$ cat src/hw/rtl/bss_pkg.sv
package bss_pkg;

  localparam logic [1:0] ACT_PUSH = 2'd0;
  localparam logic [1:0] ACT_POP  = 2'd1;
  localparam logic [1:0] ACT_FIND = 2'd2;

  localparam logic [1:0] ST_OK    = 2'd0;
  localparam logic [1:0] ST_FULL  = 2'd1;
  localparam logic [1:0] ST_EMPTY = 2'd2;

  localparam logic signed [31:0] NOT_FOUND = -32'sd1;

  typedef struct packed {
    logic [1:0]         action;
    logic signed [31:0] value;
  } cmd_t;

  typedef struct packed {
    logic [1:0]         status;
    logic signed [31:0] result_value;
    logic [6:0]         fill_level;
  } res_t;

  typedef enum logic [1:0] {
    S_IDLE,
    S_POP,
    S_SCAN,
    S_FINISH
  } state_t;

  // status seen by the sequencer
  typedef struct packed {
    logic       cmd_valid;
    logic [1:0] action;
    logic       empty;
    logic       scan_hit;
    logic       scan_end;
    logic       slot_free;
  } seq_stat_t;

  // strobes from the sequencer to the datapath
  typedef struct packed {
    logic cmd_ready;
    logic accept;
    logic pop_capture;
    logic scan;
    logic out_load;
  } seq_ctrl_t;

endpackage

$ cat src/hw/rtl/bss_mem.sv
module bss_mem import bss_pkg::*; #(
  parameter int DEPTH = 64,
  parameter int AW    = 6
) (
  input  logic              clk,
  input  logic              we,
  input  logic [AW-1:0]     waddr,
  input  logic [31:0]       wdata,
  input  logic [AW-1:0]     raddr,
  output logic [31:0]       rdata
);

  logic [31:0] mem [DEPTH];

  always_ff @(posedge clk) begin
    if (we) begin
      mem[waddr] <= wdata;
    end
  end

  always_ff @(posedge clk) begin
    rdata <= mem[raddr];
  end

endmodule

$ cat src/hw/rtl/bss_seq.sv
module bss_seq import bss_pkg::*; (
  input  logic      clk,
  input  logic      rst,
  input  seq_stat_t stat,
  output seq_ctrl_t ctrl
);

  state_t state;
  state_t state_next;

  always_ff @(posedge clk) begin
    if (rst) begin
      state <= S_IDLE;
    end else begin
      state <= state_next;
    end
  end

  always_comb begin
    state_next = state;
    unique case (state)
      S_IDLE: begin
        if (stat.cmd_valid) begin
          priority if (stat.action == ACT_POP && !stat.empty) begin
            state_next = S_POP;
          end else if (stat.action == ACT_FIND) begin
            state_next = S_SCAN;
          end else begin
            state_next = S_FINISH;
          end
        end
      end
      S_POP: begin
        state_next = S_FINISH;
      end
      S_SCAN: begin
        if (stat.scan_hit || stat.scan_end) begin
          state_next = S_FINISH;
        end
      end
      S_FINISH: begin
        if (stat.slot_free) begin
          state_next = S_IDLE;
        end
      end
      default: state_next = S_IDLE;
    endcase
  end

  always_comb begin
    ctrl.cmd_ready   = (state == S_IDLE);
    ctrl.accept      = (state == S_IDLE) && stat.cmd_valid;
    ctrl.pop_capture = (state == S_POP);
    ctrl.scan        = (state == S_SCAN);
    ctrl.out_load    = (state == S_FINISH) && stat.slot_free;
  end

endmodule

$ cat src/hw/rtl/bounded_stack_with_search_core.sv
// Bounded LIFO stack of signed 32-bit words with first-match search. One request at a
// time; the search reads the stack memory (one write port, one registered read port)
// one word per cycle and compares each word in one comparator, stopping at the first
// match or after the last held word. An unknown action code is answered with status ok
// and value 0. A finished result sits in an output register; the next request is
// taken once that result has been moved into it. Push onto a full stack is dropped
// with status 1, pop from an empty stack answers status 2; fill_level is the word
// count after the action, truncated to 7 bits.
module bounded_stack_with_search_core import bss_pkg::*; #(
  parameter int DEPTH = 64
) (
  input  logic clk,
  input  logic rst,
  input  logic cmd_valid,
  output logic cmd_ready,
  input  cmd_t cmd,
  output logic res_valid,
  input  logic res_ready,
  output res_t res
);

  localparam int CW = $clog2(DEPTH + 1);
  localparam int AW = (DEPTH > 1) ? $clog2(DEPTH) : 1;
  localparam logic [CW-1:0] FULL_COUNT = CW'(DEPTH);

  seq_stat_t stat;
  seq_ctrl_t ctrl;

  logic [CW-1:0]      count;
  logic [CW-1:0]      idx;
  logic [CW-1:0]      pend_idx;
  logic               pend;
  logic [1:0]         act;
  logic signed [31:0] target;
  logic [1:0]         stage_status;
  logic signed [31:0] stage_value;

  logic               full;
  logic               empty;
  logic               mem_we;
  logic [AW-1:0]      raddr;
  logic [31:0]        rdata;
  logic               scan_hit;
  logic               scan_end;

  assign full  = (count == FULL_COUNT);
  assign empty = (count == '0);

  assign mem_we = ctrl.accept && (cmd.action == ACT_PUSH) && !full;
  // pop reads the top word at acceptance, the scan reads one word per cycle
  assign raddr  = ctrl.scan ? AW'(idx) : AW'(count - CW'(1));

  bss_mem #(
    .DEPTH (DEPTH),
    .AW    (AW)
  ) u_mem (
    .clk   (clk),
    .we    (mem_we),
    .waddr (AW'(count)),
    .wdata (cmd.value),
    .raddr (raddr),
    .rdata (rdata)
  );

  // only meaningful while scanning
  assign scan_hit = pend && ($signed(rdata) == target);
  assign scan_end = !pend && (idx == count);

  always_comb begin
    stat.cmd_valid = cmd_valid;
    stat.action    = cmd.action;
    stat.empty     = empty;
    stat.scan_hit  = scan_hit;
    stat.scan_end  = scan_end;
    stat.slot_free = !res_valid || res_ready;
  end

  bss_seq u_seq (
    .clk  (clk),
    .rst  (rst),
    .stat (stat),
    .ctrl (ctrl)
  );

  assign cmd_ready = ctrl.cmd_ready;

  always_ff @(posedge clk) begin
    if (rst) begin
      count <= '0;
    end else if (ctrl.accept) begin
      if (cmd.action == ACT_PUSH && !full) begin
        count <= count + CW'(1);
      end else if (cmd.action == ACT_POP && !empty) begin
        count <= count - CW'(1);
      end
    end
  end

  // scan: idx is the address being read, pend_idx the index of the word now on rdata
  always_ff @(posedge clk) begin
    if (rst) begin
      pend <= 1'b0;
    end else if (ctrl.accept) begin
      pend <= 1'b0;
    end else if (ctrl.scan) begin
      pend <= (idx != count);
    end
  end

  always_ff @(posedge clk) begin
    if (ctrl.accept) begin
      idx <= '0;
    end else if (ctrl.scan && idx != count) begin
      idx      <= idx + CW'(1);
      pend_idx <= idx;
    end
  end

  always_ff @(posedge clk) begin
    if (ctrl.accept) begin
      act    <= cmd.action;
      target <= cmd.value;
      unique case (cmd.action)
        ACT_PUSH: begin
          stage_status <= full ? ST_FULL : ST_OK;
          stage_value  <= '0;
        end
        ACT_POP: begin
          stage_status <= empty ? ST_EMPTY : ST_OK;
          stage_value  <= '0;
        end
        ACT_FIND: begin
          stage_status <= ST_OK;
          stage_value  <= NOT_FOUND;
        end
        default: begin
          stage_status <= ST_OK;
          stage_value  <= '0;
        end
      endcase
    end else if (ctrl.pop_capture) begin
      stage_value <= $signed(rdata);
    end else if (ctrl.scan && scan_hit) begin
      stage_value <= $signed(32'(pend_idx));
    end
  end

  always_ff @(posedge clk) begin
    if (rst) begin
      res_valid <= 1'b0;
    end else if (ctrl.out_load) begin
      res_valid <= 1'b1;
    end else if (res_ready) begin
      res_valid <= 1'b0;
    end
  end

  always_ff @(posedge clk) begin
    if (ctrl.out_load) begin
      res.status       <= stage_status;
      res.result_value <= stage_value;
      res.fill_level   <= 7'(count);
    end
  end

  assert property (@(posedge clk) disable iff (rst) count <= FULL_COUNT)
    else $error("stack count beyond depth");

  assert property (@(posedge clk) disable iff (rst)
    ctrl.accept && cmd.action == ACT_PUSH && full |=> count == $past(count))
    else $error("dropped push changed the count");

  assert property (@(posedge clk) disable iff (rst)
    ctrl.scan && scan_hit |-> pend_idx < count)
    else $error("search hit beyond the held words");

  assert property (@(posedge clk) disable iff (rst)
    ctrl.out_load && act == ACT_POP && stage_status == ST_EMPTY |-> empty)
    else $error("empty pop reported with words held");

endmodule

$ cat config.mk
export PLATFORM = sky130hd
export DESIGN_NAME = bounded_stack_with_search_core
export DESIGN_NICKNAME = d
export VERILOG_FILES = /design/src/hw/rtl/bss_pkg.sv /design/src/hw/rtl/bss_mem.sv /design/src/hw/rtl/bss_seq.sv /design/src/hw/rtl/bounded_stack_with_search_core.sv
export SDC_FILE = /design/constraint.sdc
export NUM_CORES = 2
export LEC_CHECK = 0
export BUFFER_PORTS_ARGS = -buffer_cell sky130_fd_sc_hd__buf_2
export CAP_MARGIN = 10
export CORE_ASPECT_RATIO = 0.9
export CORE_MARGIN = 3
export CORE_UTILIZATION = 45
export CTS_CLUSTER_SIZE = 14
export DETAILED_ROUTE_END_ITERATION = 6
export HOLD_SLACK_MARGIN = 0.12
export PLACE_DENSITY = 0.69
export SLEW_MARGIN = 20
export SYNTH_ARGS = -nofsm -noshare
export SYNTH_HDL_FRONTEND = slang
export SYNTH_SLANG_ARGS = --single-unit
$ cat constraint.sdc
create_clock -name clk -period 9.7 [get_ports clk]
set_input_delay 0 -clock clk [delete_from_list [all_inputs] [get_ports clk]]
set_output_delay 0 -clock clk [all_outputs]
set_load 0.02 [all_outputs]
# After elaboration in Yosys (flattened, before gate mapping)
# Memory sizes are Yosys's and may differ from the RTL's. A register that Yosys moved wholly into a read port is not among the register bits.
# Index checks and enable logic that the tools add are counted.
# op_classes
addsub	3
n_eq_ne	12
mux	20
n_bitwise	1
n_reduce_logical	26
# op_table
cell	count
$mux 32	4
$eq 32x32->1	1
$add 7x1->7 const B	2
$mux 7	2
$logic_and 1x1->1	10
$mux 2	5
$pmux 2 s4	1
$eq 7x7->1	1
$eq 7x7->1 const B	1
$logic_not 7->1	1
$ne 7x7->1	1
$sub 7x1->7 const B	1
$eq 2x2->1 const B	3
$mux 1	6
$mux 6	1
$eq 2x1->1 const B	2
$logic_not 1->1	4
$logic_not 2->1	2
$ne 2x1->1 const B	2
$pmux 2 s2	1
$reduce_and 2->1	2
$reduce_bool 2->1	2
$reduce_and 3->1	1
$reduce_bool 3->1	1
4 further kinds	5
# word_totals
regBits	132
mem_bits_rw	2048
inputBits	38
wordCells	75
mem_count	1
# memory_table
memory	words	width	read_ports	rd_clocked_by_memory_dff	wr	line_no	rtl
u_mem.mem	64	32	1	1	1	bss_mem.sv:13	logic [31:0] mem [DEPTH];

# Logic depth before layout (Yosys ltp)
# logic_depth
depth_word	6
ltp_mapped	15

# By module
# From an unflattened synthesis, not the netlist that was laid out.
# unflattened
cells_unflattened	3726
area_unflattened_um2	84056.9
# modules_own_cells
module	instances	cells_per_inst	area_each_um2
bss_mem	1	3324	78515.3
bounded_stack_with_search_core	1	378	5307.6
bss_seq	1	24	234.0

# Worst setup path after synthesis
# No wires, ideal clock.
# synth_path
path_kind	register to register
from	register count[0]
to	memory u_mem.mem[51][0] (enable)
arrival_time_ps	3708
setup_slack_ps	5571
path_stages_with_launch	10
path_buffers	1
synth_period_minus_slack_ps	4129
cell_sequence	dfxtp_1 inv_1 ha_1 nor3b_2 and2_1 a211o_1 clkbuf_1 nor2_1 nand4b_1 nor2_1
# synth_between
elab_chain_cells	5
# synth_lines
item	line_no	rtl
start: declaration	bounded_stack_with_search_core.sv:29	logic [CW-1:0] count;
start signal: assignment	bounded_stack_with_search_core.sv:92	count <= count + CW'(1);
start signal: assignment	bounded_stack_with_search_core.sv:94	count <= count - CW'(1);
$eq 7x7->1	bounded_stack_with_search_core.sv:46	assign full = (count == FULL_COUNT);
$logic_not 1->1	bounded_stack_with_search_core.sv:49	assign mem_we = ctrl.accept && (cmd.action == ACT_PUSH) && !full;
$logic_and 1x1->1	bounded_stack_with_search_core.sv:49	
$mux 1	bss_mem.sv:16	if (we) begin
$mux 1 (not written as such)	bss_mem.sv:17	mem[waddr] <= wdata;
end: declaration	bss_mem.sv:13	
# Parallel ways exist; a longest one is shown, timed or not.

# Worst setup path in the final report
# layout_path
from	register count[0]
to	register u_mem.rdata[19] (read register of u_mem.mem)
# layout_between
elab_chain_cells	2
# layout_lines
item	line_no	rtl
$sub 7x1->7	-	
$mux 6	bounded_stack_with_search_core.sv:51	assign raddr = ctrl.scan ? AW'(idx) : AW'(count - CW'(1));
end: declaration	bss_mem.sv:10	output logic [31:0] rdata
# Every way passes these cells.
# A chain may end at the register's enable or synchronous reset.

==> out/results.ini <==
[sta]
setup_viol = 0
rsz0062_at_grt = no
fin_crit_ns = 5.621
setup-tns-final_ns = 0
fmax_ghz = 0.1779
period_share_pct = 57.95
tightest_slew_ns = 1.139
hold_viol_final = 0
relSlewSlack_pct = 23.46
fin_skew_ns = 0.03863
report.final.slew_viol_count = 0

[pwr]
switchingPower_w = 0.01048
p_sw_share_pct = 36.78
seq_power_share_pct = 39.0
ir_worst_vdd_uv = 439.7
p_int_w = 0.01802
p_comb_share_pct = 33.4
power_density_nw_per_um2 = 295.2
p_leak_nw = 31.23
clkPwrFrac_pct = 27.5

[place]
dp.cells = 7823
portBuffers = 80
dp_hpwl_um = 125700
gp_congestion = 0.9107

[global_route]
grt.total_usage_pct = 24.60
grt_pass1_wl_um = 347400
grt_overflow = 0
grt_max_degree = 184
grt_pass1_vias = 48934
antenna_found_initial = 27

[setup_path]
cp.arrival_ns = 6.31
rr_endpoint = u_mem.rdata[19]
r2r_cells = 10
rr_startpoint = count[0]
required_ns = 10.39
worstSetupPathType = flip-flop to flip-flop
start_kind = flip-flop
crit_path_max_fanout = 145
crit_path_end_kind = flip-flop
r2r_slack_ns = 4.08

[synth]
syn_area_per_cell_um2 = 15.78
synth-compound-area-share_pct = 5.728
yosys.area.top_type_share_pct = 75.95
syn-cell-area_um2 = 85480
synth_fa_ha_area_share_pct = 0.1025
async_reset_ff_share_pct = 0
muxShareOfSynthArea_pct = 5.523
synth_seq_cells = 2212
yosysWarnings = 0
syn_inst = 5416
synth-simple-area-share_pct = 9.100
synth-xor-area-share_pct = 0.5211
synthesis.nets = 5461
synth_cell_types = 67
synth_top_family_by_area = simple AND/OR/NAND/NOR gates
synth_common_cells = edfxtp_1 (2162), nand2_1 (1218), a21oi_1 (283), nand3_1 (229), clkbuf_1 (187)
synth_top_flop_cell = edfxtp_1
synth_edf_count = 2162
synth_seq_area_share_pct = 77.12
synth.most_common_cell = edfxtp_1
yosys.area.top_type = edfxtp_1
synth.area.top_cells = edfxtp_1 (76%), nand2_1 (5.3%), mux4_2 (4.6%), a21oi_1 (1.7%), nand3_1 (1.3%)

[floorplan]
num_rows = 151
die_area_um2 = 195200
die_y_um = 419.5
fp.dieW_um = 465.4
ios = 81
design.core.area_um2 = 188600
start_util_pct = 45.34

[hold_path]
hold_start = cmd_valid
min_to = u_seq.state[0]
min_path_type = primary input to flip-flop
hold_depth = 6

[final_layout]
drive_gt1_share_pct = 14.14
fin_cells = 8272
syn_to_final_growth_pct = 12.94
layout.nets = 5603

[route]
wl_per_cell_um = 29.50
wl_um = 244000
first_pass_iters = 7
viasPerCell = 6.154
drcViolationCount = 7
num_vias = 50909
ant_nets = 0
drt_first_iter_violations = 8229

[clock_network]
cts_htree_levels = 4
clockBufferDepth = 3
cts_tree = yes
post_cts_buffers = 0
cts_made_buffers = 210
clock_latency_ns = 0.85
cts_root_buf = clkbuf_16
clock_sinks = 2212
cts.clk_slew.worst_paths_ns = 0.06

[run_status]
status = finished with violations
failed_checks = DRC

[run]
drv_cap = 0

layout by cell type, fill, tap and decap left out, types with 23 or more instances in the layout:
cell type,instances
nor2_4,66
buf_4,146
nor3_1,55
a32oi_1,48
a2111oi_0,120
clkinv_1,47
a31oi_1,55
nand2_1,1217
a311oi_1,67
clkbuf_1,57
a211oi_1,69
a21oi_1,282
mux2i_1,78
xnor2_1,39
clkinv_2,38
mux4_2,174
dlygate4sd3_1,46
or4_1,23
buf_2,79
clkbuf_16,214
dfxtp_1,50
nor2_1,30
nand3_1,227
edfxtp_1,2162
and3_1,69
nand4_1,58
cell families (layout without fill, tap and decap cells):
| group | count (synthesis) | in the layout |
|---|---|---|
| AO/OA/AOI/OAI | 717 | 717 |
| XOR/XNOR | 50 | 50 |
| adder cells (fa/ha/maj) | 7 | 7 |
| buffers and inverters | 362 | 682 |
| flip-flops | 2212 | 2212 |
| multiplexers | 254 | 254 |
| other | 0 | 12 |
| AND/OR/NAND/NOR | 1814 | 1814 |
per-stage QoR:
stage	utilization [%]	setup WS [ns]	hold WS [ns]	power [W]	area, µm²
floorplan	-	5.571	0.07214	0.01691	85480
global placement	47.36	4.236	0.3515	0.02042	89300
detailed placement	47.46	4.170	0.3564	0.02058	89490
CTS	51.17	4.140	0.2230	0.02837	96480
global route	51.19	3.799	0.3297	0.02946	96520
finish	51.20	4.079	0.2909	0.02850	96540
power groups by stage:
stage | clock [W] | combinational, W | sequential [W]
after floorplan | 0 | 0.00577 | 0.0111
after global placement | 0 | 0.00911 | 0.0113
after detailed placement | 0 | 0.00927 | 0.0113
after CTS | 0.00790 | 0.00935 | 0.0111
after global routing | 0.00828 | 0.0100 | 0.0111
final | 0.00784 | 0.00953 | 0.0111
critical path, cell delays in order (launching register included):
cell	delay, ns
dfxtp_1	0.88
inv_1	0.25
ha_1	0.43
nor2b_1	0.21
nor2_4	0.19
buf_12	0.47
buf_4	0.68
mux4_2	0.41
a2111oi_0	0.70
nor3_2	0.28
or4_1	0.60
layer usage:
metal / track usage [%] / share of wire, % / vias up
li1: - / - / 21234
met1: 33.52 / 37 / 25681
met2: 37.97 / 46 / 3414
met3: 6.468 / 13 / 560
met4: 9.693 / 4.2 / 20
met5: 0 / 0.056 / -
registers in the layout (all words and copies together), names as in the netlist:
name and cells:
stage_status 2, pend_idx 7, pend 1, res_valid 1, u_seq.state 2, stage_value 32, u_mem.mem 2048, target 32
res 41, u_mem.rdata 32, idx 7, count 7
what timing repair did:
item	CTS	global route
endpoints found under the hold margin	2141	0
gates resized for setup	0	0
hold buffers	46	0
layout make-up:
| type | count | area [µm²] |
|---|---|---|
| timing repair buffer | 284 | 2218 |
| multi-input combinational | 2842 | 18650 |
| clock inverter | 114 | 893.4 |
| inverter | 8 | 30.03 |
| tap | 2524 | 3158 |
| clock buffer | 276 | 5638 |
| sequential | 2212 | 65920 |
| antenna | 12 | 30.03 |
| fill | 15079 | 92010 |
worst max-delay path by stage:
| stage | start | end | slack (ns) | depth (start not counted) |
|---|---|---|---|---|
| after floorplan | count[0] | u_mem.mem[51][0] | 5.57 | 9 |
| after global placement | u_seq.state[0] | u_mem.rdata[26] | 4.24 | 11 |
| after detailed placement | u_seq.state[0] | u_mem.rdata[11] | 4.17 | 11 |
| after CTS | u_seq.state[0] | u_mem.rdata[11] | 4.14 | 11 |
| after global routing | u_seq.state[0] | u_mem.rdata[11] | 3.80 | 11 |
| final | count[0] | u_mem.rdata[19] | 4.08 | 10 |
No activity file was read; power rests on OpenSTA's default activity.
